===== config.mk =====
export PLATFORM = sky130hd
export DESIGN_NAME = gregorian_date_adder_unit
export DESIGN_NICKNAME = d
export VERILOG_FILES = /design/src/rtl/gda_pkg.sv /design/src/rtl/gregorian_date_adder_unit.sv
export SDC_FILE = /design/constraint.sdc
export NUM_CORES = 1
export LEC_CHECK = 0
export BUFFER_PORTS_ARGS = -buffer_cell sky130_fd_sc_hd__buf_4
export CORE_UTILIZATION = 32
export DETAILED_ROUTE_END_ITERATION = 8
export GPL_TIMING_DRIVEN = 0
export SYNTH_ARGS = -nofsm -noshare
export SYNTH_HDL_FRONTEND = slang
export SYNTH_SLANG_ARGS = --single-unit

===== constraint.sdc =====
create_clock -name i_clk -period 16 [get_ports i_clk]
set_input_delay 1.6 -clock i_clk [delete_from_list [all_inputs] [get_ports i_clk]]
set_output_delay 1.6 -clock i_clk [all_outputs]
set_load 0.1 [all_outputs]

===== src/rtl/gda_pkg.sv =====
// types, codes and constants of the gregorian date adder
package gda_pkg;

    localparam int YearW   = 14;
    localparam int MonthW  = 4;
    localparam int DayW    = 5;
    localparam int AmtW    = 16;
    localparam int StatusW = 2;

    // working year wide enough for year plus amount
    localparam int WyW     = 17;
    localparam int QuotW   = 13;

    localparam int AMOUNT_BITS_DEF = 16;

    localparam logic [YearW-1:0]  YEAR_RESET  = YearW'(2017);
    localparam logic [MonthW-1:0] MONTH_RESET = MonthW'(1);
    localparam logic [DayW-1:0]   DAY_RESET   = DayW'(1);
    localparam logic [WyW-1:0]    YEAR_MAX    = WyW'(9999);

    localparam logic [MonthW-1:0] MONTH_JAN = MonthW'(1);
    localparam logic [MonthW-1:0] MONTH_FEB = MonthW'(2);
    localparam logic [MonthW-1:0] MONTH_MAR = MonthW'(3);
    localparam logic [MonthW-1:0] MONTH_DEC = MonthW'(12);
    localparam logic [DayW-1:0]   DAY_LEAP  = DayW'(29);

    // reciprocals for division by a constant, both scaled by 2^RecipShift
    localparam int            RecipShift = 19;
    localparam logic [15:0]   RECIP_100  = 16'd5243;
    localparam logic [15:0]   RECIP_12   = 16'd43691;

    typedef enum logic [1:0] {
        ACT_SET        = 2'd0,
        ACT_ADD_DAYS   = 2'd1,
        ACT_ADD_MONTHS = 2'd2,
        ACT_ADD_YEARS  = 2'd3
    } t_action;

    typedef enum logic [StatusW-1:0] {
        ST_OK       = 2'd0,
        ST_BAD_DATE = 2'd1,
        ST_OVERFLOW = 2'd2
    } t_status;

    typedef enum logic [3:0] {
        S_IDLE,
        S_LEAP_Q,
        S_LEAP_R,
        S_SET_CHK,
        S_DAYS,
        S_MON_Q,
        S_MON_R,
        S_MON_SPILL,
        S_YR_CHK,
        S_YR_FIX,
        S_FINISH
    } t_state;

    typedef struct packed {
        logic [1:0]        action;
        logic [AmtW-1:0]   amount;
        logic [YearW-1:0]  new_year;
        logic [MonthW-1:0] new_month;
        logic [DayW-1:0]   new_day;
    } t_in_req;

    typedef struct packed {
        logic [YearW-1:0]   year;
        logic [MonthW-1:0]  month;
        logic [DayW-1:0]    day;
        logic               leap;
        logic [StatusW-1:0] status;
    } t_out_res;

    // days in a month, any code outside 1..12 counts as a long month
    function automatic logic [DayW-1:0] month_len(input logic [MonthW-1:0] m,
                                                  input logic leap);
        logic [DayW-1:0] len;
        case (m)
            4'd2:                 len = leap ? DayW'(29) : DayW'(28);
            4'd4, 4'd6, 4'd9, 4'd11: len = DayW'(30);
            default:              len = DayW'(31);
        endcase
        return len;
    endfunction

endpackage


===== src/rtl/gregorian_date_adder_unit.sv =====
// gregorian date adder: sequencer around one shared reciprocal multiplier
//
//  channel | valid      | stall      | payload                  | direction
//  --------+------------+------------+--------------------------+----------
//  request | i_in_valid | o_in_stall | i_in_req  (t_in_req)     | in
//  result  | o_out_valid| i_out_stall| o_out_res (t_out_res)    | out
//
// a request runs through these states: set: leap check, date check, finish; add
// months: divide by 12, leap check, day spill, finish; add years: range check, then
// on no overflow leap check and 29 February fix, then finish; add days steps month
// by month and redoes the leap check (multiply by reciprocal of 100) at each new year.
// reset (synchronous, i_rst_n low) loads 1 January 2017 and empties the result.
// one request at a time; a finished result waits in the output register while
// the next request is taken, and the sequencer only holds while that register is full and stalled.
module gregorian_date_adder_unit #(
    parameter int AMOUNT_BITS = gda_pkg::AMOUNT_BITS_DEF
) (
    input  logic              i_clk,
    input  logic              i_rst_n,
    input  logic              i_in_valid,
    output logic              o_in_stall,
    input  gda_pkg::t_in_req  i_in_req,
    output logic              o_out_valid,
    input  logic              i_out_stall,
    output gda_pkg::t_out_res o_out_res
);
    import gda_pkg::*;

    localparam int KeepBits = (AMOUNT_BITS < AmtW) ? AMOUNT_BITS : AmtW;
    localparam logic [AmtW-1:0] AMT_MASK =
        AmtW'((17'(1) << KeepBits) - 17'(1));

    t_state r_state, n_state;

    // committed date
    logic [YearW-1:0]  r_year,  n_year;
    logic [MonthW-1:0] r_month, n_month;
    logic [DayW-1:0]   r_day,   n_day;
    logic              r_leap,  n_leap;

    // working copy
    logic [WyW-1:0]    r_wy,    n_wy;
    logic [MonthW-1:0] r_wm,    n_wm;
    logic [DayW-1:0]   r_wd,    n_wd;
    logic              r_wleap, n_wleap;
    logic [WyW-1:0]    r_n,     n_n;
    logic [QuotW-1:0]  r_q,     n_q;
    t_action           r_act,   n_act;
    t_status           r_st,    n_st;
    logic [MonthW-1:0] r_sm,    n_sm;
    logic [DayW-1:0]   r_sd,    n_sd;

    logic              r_out_valid, n_out_valid;
    t_out_res          r_out_res,   n_out_res;

    logic              in_acc;
    logic              out_acc;
    logic              out_free;

    // shared multiplier
    logic [WyW-1:0]    mul_a;
    logic [15:0]       mul_c;
    logic [32:0]       mul_p;
    logic [QuotW-1:0]  mul_q;

    logic [DayW-1:0]   cur_len;
    logic [WyW-1:0]    d_sum;
    logic [WyW-1:0]    d_step;
    logic [WyW-1:0]    y_inc;
    logic [WyW-1:0]    q12;
    logic [WyW-1:0]    mrem;
    logic [WyW-1:0]    q100;
    logic [WyW-1:0]    rem100;
    logic              leap_val;
    logic              set_ok;
    logic [AmtW-1:0]   amt;

    assign in_acc   = i_in_valid && !o_in_stall;
    assign out_acc  = r_out_valid && !i_out_stall;
    assign out_free = !r_out_valid || !i_out_stall;
    assign amt      = i_in_req.amount & AMT_MASK;

    // reciprocal multiply: by 1/100 for leap years, by 1/12 for months
    always_comb begin
        mul_a = (r_state == S_MON_Q) ? r_n : r_wy;
        mul_c = (r_state == S_MON_Q) ? RECIP_12 : RECIP_100;
        mul_p = 33'(mul_a) * 33'(mul_c);
        mul_q = QuotW'(mul_p >> RecipShift);
    end

    // month step and small shift-add arithmetic
    always_comb begin
        cur_len  = month_len(r_wm, r_wleap);
        d_sum    = WyW'(r_wd) + r_n;
        d_step   = WyW'(cur_len) - WyW'(r_wd) + WyW'(1);
        y_inc    = r_wy + WyW'(1);
        q12      = WyW'({r_q, 3'b000}) + WyW'({r_q, 2'b00});
        mrem     = r_n - q12;
        q100     = WyW'({r_q, 6'b0}) + WyW'({r_q, 5'b0}) + WyW'({r_q, 2'b00});
        rem100   = r_wy - q100;
        leap_val = (r_wy[1:0] == 2'b00) && ((rem100[6:0] != 7'd0) || (r_q[1:0] == 2'b00));
        set_ok   = (r_wy <= YEAR_MAX) && (r_sm >= MONTH_JAN) && (r_sm <= MONTH_DEC)
                   && (r_sd != DayW'(0)) && (r_sd <= month_len(r_sm, r_wleap));
    end

    // next state
    always_comb begin
        n_state = r_state;
        case (r_state)
            S_IDLE: begin
                if (in_acc) begin
                    case (t_action'(i_in_req.action))
                        ACT_SET:        n_state = S_LEAP_Q;
                        ACT_ADD_DAYS:   n_state = S_DAYS;
                        ACT_ADD_MONTHS: n_state = S_MON_Q;
                        default:        n_state = S_YR_CHK;
                    endcase
                end
            end
            S_LEAP_Q: n_state = S_LEAP_R;
            S_LEAP_R: begin
                case (r_act)
                    ACT_SET:        n_state = S_SET_CHK;
                    ACT_ADD_DAYS:   n_state = S_DAYS;
                    ACT_ADD_MONTHS: n_state = S_MON_SPILL;
                    default:        n_state = S_YR_FIX;
                endcase
            end
            S_SET_CHK:   n_state = S_FINISH;
            S_DAYS: begin
                if (d_sum > WyW'(cur_len)) begin
                    if (r_wm == MONTH_DEC) begin
                        n_state = (y_inc > YEAR_MAX) ? S_FINISH : S_LEAP_Q;
                    end
                end else begin
                    n_state = S_FINISH;
                end
            end
            S_MON_Q:     n_state = S_MON_R;
            S_MON_R:     n_state = S_LEAP_Q;
            S_MON_SPILL: n_state = S_FINISH;
            S_YR_CHK:    n_state = (r_wy > YEAR_MAX) ? S_FINISH : S_LEAP_Q;
            S_YR_FIX:    n_state = S_FINISH;
            S_FINISH: begin
                if (out_free) begin
                    n_state = S_IDLE;
                end
            end
            default:     n_state = S_IDLE;
        endcase
    end

    // datapath and result register
    always_comb begin
        n_year      = r_year;
        n_month     = r_month;
        n_day       = r_day;
        n_leap      = r_leap;
        n_wy        = r_wy;
        n_wm        = r_wm;
        n_wd        = r_wd;
        n_wleap     = r_wleap;
        n_n         = r_n;
        n_q         = r_q;
        n_act       = r_act;
        n_st        = r_st;
        n_sm        = r_sm;
        n_sd        = r_sd;
        n_out_valid = r_out_valid && !out_acc;
        n_out_res   = r_out_res;
        case (r_state)
            S_IDLE: begin
                if (in_acc) begin
                    n_act   = t_action'(i_in_req.action);
                    n_st    = ST_OK;
                    n_wm    = r_month;
                    n_wd    = r_day;
                    n_wleap = r_leap;
                    n_sm    = i_in_req.new_month;
                    n_sd    = i_in_req.new_day;
                    n_n     = WyW'(amt);
                    case (t_action'(i_in_req.action))
                        ACT_SET:        n_wy = WyW'(i_in_req.new_year);
                        ACT_ADD_MONTHS: begin
                            n_wy = WyW'(r_year);
                            n_n  = WyW'(amt) + WyW'(r_month) - WyW'(1);
                        end
                        ACT_ADD_YEARS:  n_wy = WyW'(r_year) + WyW'(amt);
                        default:        n_wy = WyW'(r_year);
                    endcase
                end
            end
            S_LEAP_Q:  n_q = mul_q;
            S_LEAP_R:  n_wleap = leap_val;
            S_SET_CHK: begin
                n_wm = r_sm;
                n_wd = r_sd;
                n_st = set_ok ? ST_OK : ST_BAD_DATE;
            end
            // one month per cycle, with a leap check in between at each new year
            S_DAYS: begin
                if (d_sum > WyW'(cur_len)) begin
                    n_n  = r_n - d_step;
                    n_wd = DAY_RESET;
                    if (r_wm == MONTH_DEC) begin
                        n_wm = MONTH_JAN;
                        n_wy = y_inc;
                        if (y_inc > YEAR_MAX) begin
                            n_st = ST_OVERFLOW;
                        end
                    end else begin
                        n_wm = r_wm + MonthW'(1);
                    end
                end else begin
                    n_wd = DayW'(d_sum);
                end
            end
            S_MON_Q: n_q = mul_q;
            S_MON_R: begin
                n_wm = MonthW'(mrem) + MonthW'(1);
                n_wy = r_wy + WyW'(r_q);
            end
            // december never spills, so the year stays put here
            S_MON_SPILL: begin
                if (r_wd > cur_len) begin
                    n_wd = r_wd - cur_len;
                    n_wm = r_wm + MonthW'(1);
                end
                if (r_wy > YEAR_MAX) begin
                    n_st = ST_OVERFLOW;
                end
            end
            S_YR_CHK: begin
                if (r_wy > YEAR_MAX) begin
                    n_st = ST_OVERFLOW;
                end
            end
            S_YR_FIX: begin
                if ((r_wm == MONTH_FEB) && (r_wd == DAY_LEAP) && !r_wleap) begin
                    n_wm = MONTH_MAR;
                    n_wd = DAY_RESET;
                end
            end
            // commit on success and load the result
            S_FINISH: begin
                if (out_free) begin
                    if (r_st == ST_OK) begin
                        n_year  = YearW'(r_wy);
                        n_month = r_wm;
                        n_day   = r_wd;
                        n_leap  = r_wleap;
                    end
                    n_out_valid      = 1'b1;
                    n_out_res.year   = n_year;
                    n_out_res.month  = n_month;
                    n_out_res.day    = n_day;
                    n_out_res.leap   = n_leap;
                    n_out_res.status = r_st;
                end
            end
            default: ;
        endcase
    end

    // control registers
    always_ff @(posedge i_clk) begin
        if (!i_rst_n) begin
            r_state     <= S_IDLE;
            r_out_valid <= 1'b0;
            r_year      <= YEAR_RESET;
            r_month     <= MONTH_RESET;
            r_day       <= DAY_RESET;
            r_leap      <= 1'b0;
        end else begin
            r_state     <= n_state;
            r_out_valid <= n_out_valid;
            r_year      <= n_year;
            r_month     <= n_month;
            r_day       <= n_day;
            r_leap      <= n_leap;
        end
    end

    // working registers
    always_ff @(posedge i_clk) begin
        r_wy      <= n_wy;
        r_wm      <= n_wm;
        r_wd      <= n_wd;
        r_wleap   <= n_wleap;
        r_n       <= n_n;
        r_q       <= n_q;
        r_act     <= n_act;
        r_st      <= n_st;
        r_sm      <= n_sm;
        r_sd      <= n_sd;
        r_out_res <= n_out_res;
    end

    // port outputs
    always_comb begin
        o_in_stall  = (r_state != S_IDLE);
        o_out_valid = r_out_valid;
        o_out_res   = r_out_res;
    end

endmodule


==> summary.md, run 1 <==
| Metric | Value |
|---|---|
| Cell at the root of the clock tree | `clkbuf_16` |
| Antenna violations before repair | `0` |
| Number of nets at the end of the flow | `between 2,000 and 2,500` |
| Max-cap violations | `0` |
| Core area | `just over 50,000 µm²` |
| Crit path max fanout | `10` |
| Worst reg2reg setup slack | `between 7 and 8 ns` |
| Vias per inst | `5.18` |
| Worst-Skew Late Latency | `0.44 ns` |
| Final period demand of the worst path | `8.19 ns` |
| Worst flop-to-flop path endpoint | `r_q[12]` |
| CTS max path bufs | `2` |
| Critical path data required time | `roughly 16 ns` |
| Number of global-route vias before repair | `13,800` |
| Worst-Margin Slew | `1.36 ns` |
| Htree depth | `4` |
| Post-synthesis cell type count | `78` |
| Cell area after technology mapping | `16,700 µm²` |
| Final routed wirelength across all metal layers | `roughly 50 mm` |
| Status | `complete, no violations` |
| FF-to-FF path depth | `26` |
| Routed Antenna Nets | `0` |
| Maximum number of pins on one net before global-route repair | `24` |
| Ys flop type | `edfxtp_1` |
| DRT Pass-1 Iters | `5` |
| TritonCTS clock tree | `yes` |
| Destination of the worst hold path | `o_out_res[0]` |
| Slowest library cell on the worst path | `fa_1` |
| Effective utilization at floorplan | `32.4%` |
| Total of hold buffers inserted after clock tree synthesis | `0` |
| Period Utilization, post-route | `51.2%` |
| Share of layout cells above drive strength 1 | `7.77%` |
| Port-buffer cells | `72` |
| Portion of the post-synthesis area used by sequential elements | `around a fifth` |
| Element type at the critical path start | `register` |
| Synthesis-to-layout area growth | `12.1%` |
| Placed insts | `2,618` |
| Number of storage elements in the synthesis netlist | `approximately 130` |
| Largest stage delay on the critical path | `0.60 ns` |
| Data arrival at the endpoint of the critical path | `about 8.4 ns` |
| Count of placed standard cells in the final layout, fillers left out | `2,650` |
| Origin of the worst min-delay path | `r_st[0]` |
| Final HPWL from detailed placement | `~41 mm` |
| Worst clock skew | `0.00924 ns` |
| Die H | `230 µm` |
| Top-level I/O count | `73` |
| Total clock buffers created by CTS | `17` |
| Class of the most critical hold timing path | `reg2reg` |
| Final Hold Violating Endpoints | `0` |
| Total Negative Setup Slacks | `0 ns` |
| Unrepaired setup endpoints after global routing | `false` |
| Count of filler cells inserted in the layout | `5,257` |
| Weighted congestion reported at the end of routability-driven placement | `0.978` |
| Detailed-route wire length per cell | `roughly 19 µm` |
| First DRT Iteration DRCs | `1,062` |
| Number of sinks on the clock net | `125` |
| Diodes inserted | `0` |
| Total die area | `around 53,000 µm²` |
| Combined area of the multi-input logic cells | `11,700 µm²` |
| Vias after detailed routing | `13,700` |
| Cell type with the highest occurrence count on the critical path | `fa_1` |
| Sequential cell area in the final layout | `3460 µm²` |
| Post-CTS setup buffer count | `0` |
| Critical Path Sink Type | `register` |
| Residual overflow from global routing | `0` |
| Combined global-route utilization of all metal layers | `18.8%` |
| Ys async rst share | `0%` |
| Remaining design rule violation count | `0` |
| Total of warnings raised by yosys | `0` |
| Max Transition Viols Final | `0` |
| Post-Syn Area per Cell | `between 8 and 9 µm²` |
| Source of the critical timing path | `r_state[3]` |
| Number of enable flip-flop cells after synthesis | `96` |
| Mapped Cells | `1,862` |
| F_max | `0.122 GHz` |
| WHS Path Cells | `0` |
| # setup viols final | `0` |
| Clock edge transition at the registers on the reported setup and hold paths | `0.06 ns` |
| Quantity of gates resized following cts | `0` |
| Row count | `83` |
| Worst reg2reg path startpoint | `r_state[3]` |
| Max transition margin | `8.95%` |
| Crit Path Category | `reg2reg` |
| Die boundary width | `230 µm` |
| Global-route wire length before repair | `roughly 77 mm` |
[logic make-up after synthesis]
family | synth area share, %
DFF | 20.8
other | 0.0225
and+or+nand+nor | 11.7
AOI/OAI and AO/OA | 14.8
adders and majority gates | 34.9
xor gates and xnor gates | 5.73
buffers and inverters | 9.23
muxes | 2.74
[layout by cell type (no fill, tap or decap), drive strengths merged, types with 11 or more instances in the layout]
master    n
inv     338
ha      239
nand2   191
fa      141
a21oi    97
edfxtp   96
o21ai    96
nor2     91
buf      89
xnor2    80
clkbuf   67
xor2     29
dfxtp    29
nand3    28
a21o     28
nor3     28
mux2i    22
mux2     21
a22oi    16
a31oi    15
a211oi   14
nor2b    14
and3     14
a221o    13
nand2b   12
o21a     11
[through the flow]
step / instance area, µm² / worst slack [ns] / util, % / hold slack [ns]
after detailed placement: 18100 / 7.79 / 35.2 / 0.450
final: 18700 / 7.81 / 36.3 / 0.461
after global placement: 18100 / 7.86 / 35.1 / 0.456
after CTS: 18700 / 7.76 / 36.3 / 0.465
after global routing: 18700 / 7.38 / 36.3 / 0.466
after floorplan: 16700 / 9.10 / - / 0.427
[flip-flops by register name, summed over array words and instances (netlist names)]
name,flops
o_out_valid,1
r_state,4
r_year,14
r_day,5
r_leap,1
r_month,4
r_sm,4
r_sd,5
r_wy,17
r_wm,4
r_st,2
r_n,17
r_q,13
r_act,2
o_out_res,26
r_wd,5
r_wleap,1
[cells in the mapped netlist (all sizes together), types with 15 or more instances]
| library cell | instances | area share (%) |
|---|---|---|
| inv | 338 | 7.6 |
| ha | 239 | 18 |
| nand2 | 191 | 4.3 |
| fa | 141 | 17 |
| a21oi | 97 | 3.0 |
| edfxtp | 96 | 17 |
| o21ai | 96 | 2.9 |
| nor2 | 91 | 2.0 |
| xnor2 | 80 | 4.2 |
| clkbuf | 47 | 1.1 |
| dfxtp | 29 | 3.5 |
| xor2 | 29 | 1.5 |
| a21o | 28 | 1.3 |
| nand3 | 28 | 0.84 |
| nor3 | 28 | 0.94 |
| mux2i | 22 | 1.3 |
| mux2 | 21 | 1.4 |
| a22oi | 16 | 0.72 |
| a31oi | 15 | 0.56 |
[how the worst max path moves through the flow]
stage	cells past startpoint	slack [ns]	endpoint
6_report	26	7.81	r_q[12]
5_1_grt	26	7.38	r_q[12]
4_1_cts	26	7.76	r_q[12]
3_5_place_dp	26	7.79	r_q[12]
3_3_place_gp	26	7.86	r_q[12]
2_1_floorplan	26	9.10	r_q[12]
[worst max-delay path: cells and delay by family, from the launching register on]
kind,cells,cell delay (ns)
AND/OR/NAND/NOR,5,1.49
buffers and inverters,6,0.90
XOR/XNOR,1,0.15
adder cells (fa/ha/maj),7,3.45
AO/OA/AOI/OAI,7,1.58
flip-flops,1,0.34
[final cells by class]
cell class	instances	area share, %
Timing Repair Buffer	75	3.14
Sequential cell	125	18.5
Tap cell	680	4.56
Buffer	61	1.41
Clock inverter	12	0.657
Inverter	340	6.83
Clock buffer	20	2.34
Multi-Input combinational cell	1337	62.5
[per-layer routing]
metal / vias up / GRT usage, % / part of all wire (%)
met3: 84 / 2.05 / 5.3
met4: 0 / 6.64 / 3.0
li1: 6495 / - / -
met1: 6650 / 25.9 / 46
met5: - / 0 / 0
met2: 487 / 30.4 / 46
Power of run 1 is left out: the tool's default activity adds up to more than one toggle a clock period on the data nets, which glitch-free logic cannot reach.
==> run 2, diff against run 1 <==
--- a/config.mk
+++ b/config.mk
@@ -5,6 +5,7 @@
 export SDC_FILE = /design/constraint.sdc
 export NUM_CORES = 1
 export LEC_CHECK = 0
+export ABC_AREA = 1
 export BUFFER_PORTS_ARGS = -buffer_cell sky130_fd_sc_hd__buf_4
 export CORE_UTILIZATION = 32
 export DETAILED_ROUTE_END_ITERATION = 8
==> constraint.sdc (replaced) <==
create_clock -name i_clk -period 8.35 [get_ports i_clk]
set_input_delay 0.835 -clock i_clk [delete_from_list [all_inputs] [get_ports i_clk]]
set_output_delay 0.835 -clock i_clk [all_outputs]
set_load 0.1 [all_outputs]
==> run 2 against run 1 <==
Sequential share of layout area down 0.83 points. First-iteration DRC count up 26%. Worst setup slack worse by 6.9 ns. Clock skew up 0.0053 ns. Highest routed layer unchanged.
==> summary.md, run 2 <==
| Metric | Value |
|---|---|
| Crit path max fanout | `10 (unchanged)` |
| Most area-consuming cells after synthesis | `ha_1 (17%), edfxtp_1 (16%), fa_1 (16%)` |
| Top Family by Delay on Critical Path | `adder cells` |
| Number of enable flip-flop cells after synthesis | `96 (unchanged)` |
| Vias after detailed routing | `15,600 (+13%)` |
| Max Transition Viols Final | `0 (unchanged)` |
| WHS | `0.457 ns (-0.00339 ns)` |
| Max transition margin | `10.9% (+2.0 points)` |
| Number of global-route vias before repair | `15,700 (+14%)` |
| Total clock buffers created by CTS | `17 (unchanged)` |
| CTS max path bufs | `2 (unchanged)` |
| Most common cell in the synthesized netlist | `inv_1` |
| Leading cell type in the layout, fill and taps excluded | `inv_1` |
| Remaining design rule violation count | `0 (unchanged)` |
| Antenna violations before repair | `2 (+2)` |
| Critical Path Sink Type | `register` |
| # setup viols final | `0 (unchanged)` |
| XOR/XNOR share of the synthesized area | `3.31% (-2.4 points)` |
| Weighted congestion reported at the end of routability-driven placement | `0.966 (-1.3%)` |
| Core area | `53,900 µm² (+4.9%)` |
| Slowest library cell on the worst path | `fa_1` |
| Ys flop type | `edfxtp_1` |
| Worst-Skew Late Latency | `0.44 ns (about the same)` |
| Worst Path Buf+Inv | `10 (+4)` |
| Total die area | `55,500 µm² (+4.8%)` |
| Unrepaired setup endpoints after global routing | `false` |
| Residual overflow from global routing | `0 (unchanged)` |
| Destination of the worst hold path | `o_out_res[0]` |
| Final HPWL from detailed placement | `49.0 mm (+19%)` |
| Diodes inserted | `0 (unchanged)` |
| Period Utilization, post-route | `89.6% (+38 points)` |
| Quantity of gates resized following cts | `0 (unchanged)` |
| Multiplexer fraction of the synthesized cell area | `0% (-2.7 points)` |
| Share of layout cells above drive strength 1 | `7.24% (-0.52 points)` |
| Max-cap violations | `0 (unchanged)` |
| Class of the most critical hold timing path | `reg2reg` |
| Die H | `236 µm (+2.4%)` |
| Worst reg2reg setup slack | `0.87 ns (-6.94 ns)` |
| Cell area after technology mapping | `17,500 µm² (+4.8%)` |
| Combined global-route utilization of all metal layers | `21.1% (+2.3 points)` |
| Final period demand of the worst path | `7.48 ns (-0.706 ns)` |
| WHS Path Cells | `0 (unchanged)` |
| Final routed wirelength across all metal layers | `57.6 mm (+18%)` |
| Ys async rst share | `0% (unchanged)` |
| Post-Synth Adder-Cell Area | `33.3% (-1.7 points)` |
| Mapped Cells | `2,268 (+22%)` |
| TritonCTS clock tree | `yes` |
| Clock edge transition at the registers on the reported setup and hold paths | `0.06 ns (about the same)` |
| Detailed-route wire length per cell | `18.8 µm (+1.4%)` |
| Element type at the critical path start | `register` |
| Total Negative Setup Slacks | `0 ns (unchanged)` |
| Commonest cells post-synth | `inv_1 (487), nand2_1 (363), ha_1 (239)` |
| Number of storage elements in the synthesis netlist | `125 (unchanged)` |
| Worst-Margin Slew | `1.33 ns (-0.0298 ns)` |
| Top-level I/O count | `73 (unchanged)` |
| F_max | `0.134 GHz (+9.4%)` |
| Number of sinks on the clock net | `125 (unchanged)` |
| Htree depth | `4 (unchanged)` |
| Synthesized-area fraction occupied by ao, oa, aoi and oai cells | `14.3% (-0.53 points)` |
| Most frequent cells in the layout | `inv_1 (487), nand2_1 (363), ha_1 (239), nor2_1 (173), a21oi_1 (168)` |
| Port-buffer cells | `72 (unchanged)` |
| First DRT Iteration DRCs | `1,333 (+26%)` |
| Die boundary width | `236 µm (+2.4%)` |
| Data arrival at the endpoint of the critical path | `7.67 ns (-0.69 ns)` |
| Worst reg2reg path startpoint | `r_state[0]` |
| Final Hold Violating Endpoints | `0 (unchanged)` |
| Post-Synth Simple-Gate Area | `17.6% (+5.9 points)` |
| Post-synthesis cell type count | `56 (-28%)` |
| Largest stage delay on the critical path | `0.57 ns (-0.03 ns)` |
| Worst clock skew | `0.0146 ns (+0.00531 ns)` |
| Synthesis-to-layout area growth | `11.9%` |
| Global-route wire length before repair | `90.6 mm (+17%)` |
| Total of warnings raised by yosys | `0 (unchanged)` |
| Portion of the post-synthesis area used by sequential elements | `19.8% (-0.96 points)` |
| Routed Antenna Nets | `0 (unchanged)` |
| Maximum number of pins on one net before global-route repair | `36 (+50%)` |
| Crit Path Category | `reg2reg` |
| Placed insts | `3,039 (+16%)` |
| Dominant combinational cell family by area after synthesis | `adder cells` |
| Cell at the root of the clock tree | `clkbuf_16` |
| Post-Syn Area per Cell | `7.70 µm² (-14%)` |
| Post-CTS setup buffer count | `0 (unchanged)` |
| Status | `complete, no violations` |
| Total of hold buffers inserted after clock tree synthesis | `0 (unchanged)` |
| DRT Pass-1 Iters | `7 (+2)` |
| Synth top area share | `17.1% (-0.83 points)` |
| Row count | `85 (+2.4%)` |
| Max FFs per register | `26 (unchanged)` |
| FF-to-FF path depth | `27 (+3.8%)` |
| Worst flop-to-flop path endpoint | `r_q[9]` |
| Number of nets at the end of the flow | `2,787 (+17%)` |
| Top cell type by total area after synthesis | `ha_1` |
| Critical path data required time | `8.54 ns (-7.63 ns)` |
| Vias per inst | `5.07 (-2.1%)` |
| Origin of the worst min-delay path | `r_st[0]` |
| Effective utilization at floorplan | `32.4% (about the same)` |
| Count of placed standard cells in the final layout, fillers left out | `3,071 (+16%)` |
-- run 2: worst max-delay path by stage --
stage,from,end,slack [ns],depth (start not counted)
detailed placement,r_state[0],r_q[9],1.00,27
global route,r_state[2],r_q[9],0.46,25
global placement,r_state[0],r_q[9],0.99,27
CTS,r_state[2],r_q[9],0.95,27
finish,r_state[0],r_q[9],0.87,27
floorplan,r_state[0],r_q[6],2.18,31
-- run 2: layout make-up --
type                            instances  area (µm²)
Timing Repair Buffer                   74         571
Multi-Input combinational cell       1605       12000
Clock inverter                         12         146
Fill cell                            5619       34400
Sequential cell                       125        3460
Clock buffer                           20         478
Buffer                                 42         174
Tap cell                              696         871
Inverter                              497        1870
-- run 2: per-stage QoR --
stage / cell area (µm²) / utilization (%) / worst slack (ns)
3_3_place_gp: 18900 / 35.0 / 0.987
4_1_cts: 19600 / 36.3 / 0.945
3_5_place_dp: 18900 / 35.1 / 1.00
2_1_floorplan: 17500 / - / 2.18
5_1_grt: 19600 / 36.3 / 0.457
6_report: 19600 / 36.3 / 0.869
-- run 2: cells by family (layout without fill, tap and decap cells) --
| kind of cell | count (synthesis) | after routing |
|---|---|---|
| compound gates | 435 | 435 |
| xor+xnor | 66 | 66 |
| fa+ha+maj | 380 | 380 |
| buf+inv | 539 | 645 |
| flops | 125 | 125 |
| other cells | 1 | 2 |
| simple gates | 722 | 722 |
-- run 2: per-layer routing --
layer	track usage [%]	wire length, µm
met1	28.4	26300
met3	2.25	2720
met4	6.12	1640
met5	0	0
met2	35.6	27000
-- run 2: worst register-to-register path: stages (launching register included) --
cell     delay [ns]
dfxtp_1        0.41
inv_2          0.06
nor2_4         0.11
nand2_2        0.12
buf_6          0.18
inv_2          0.11
buf_2          0.28
nor2_1         0.21
nor2_1         0.37
inv_1          0.21
fa_1           0.57
inv_1          0.06
fa_1           0.50
fa_1           0.53
inv_1          0.05
fa_1           0.46
fa_1           0.55
inv_1          0.06
fa_1           0.55
inv_1          0.05
ha_1           0.30
nand2_1        0.10
nor4_1         0.38
nand3_1        0.13
nand2_1        0.19
inv_1          0.06
o21ai_0        0.28
xor2_1         0.38
Power of run 2 is left out for the same reason.
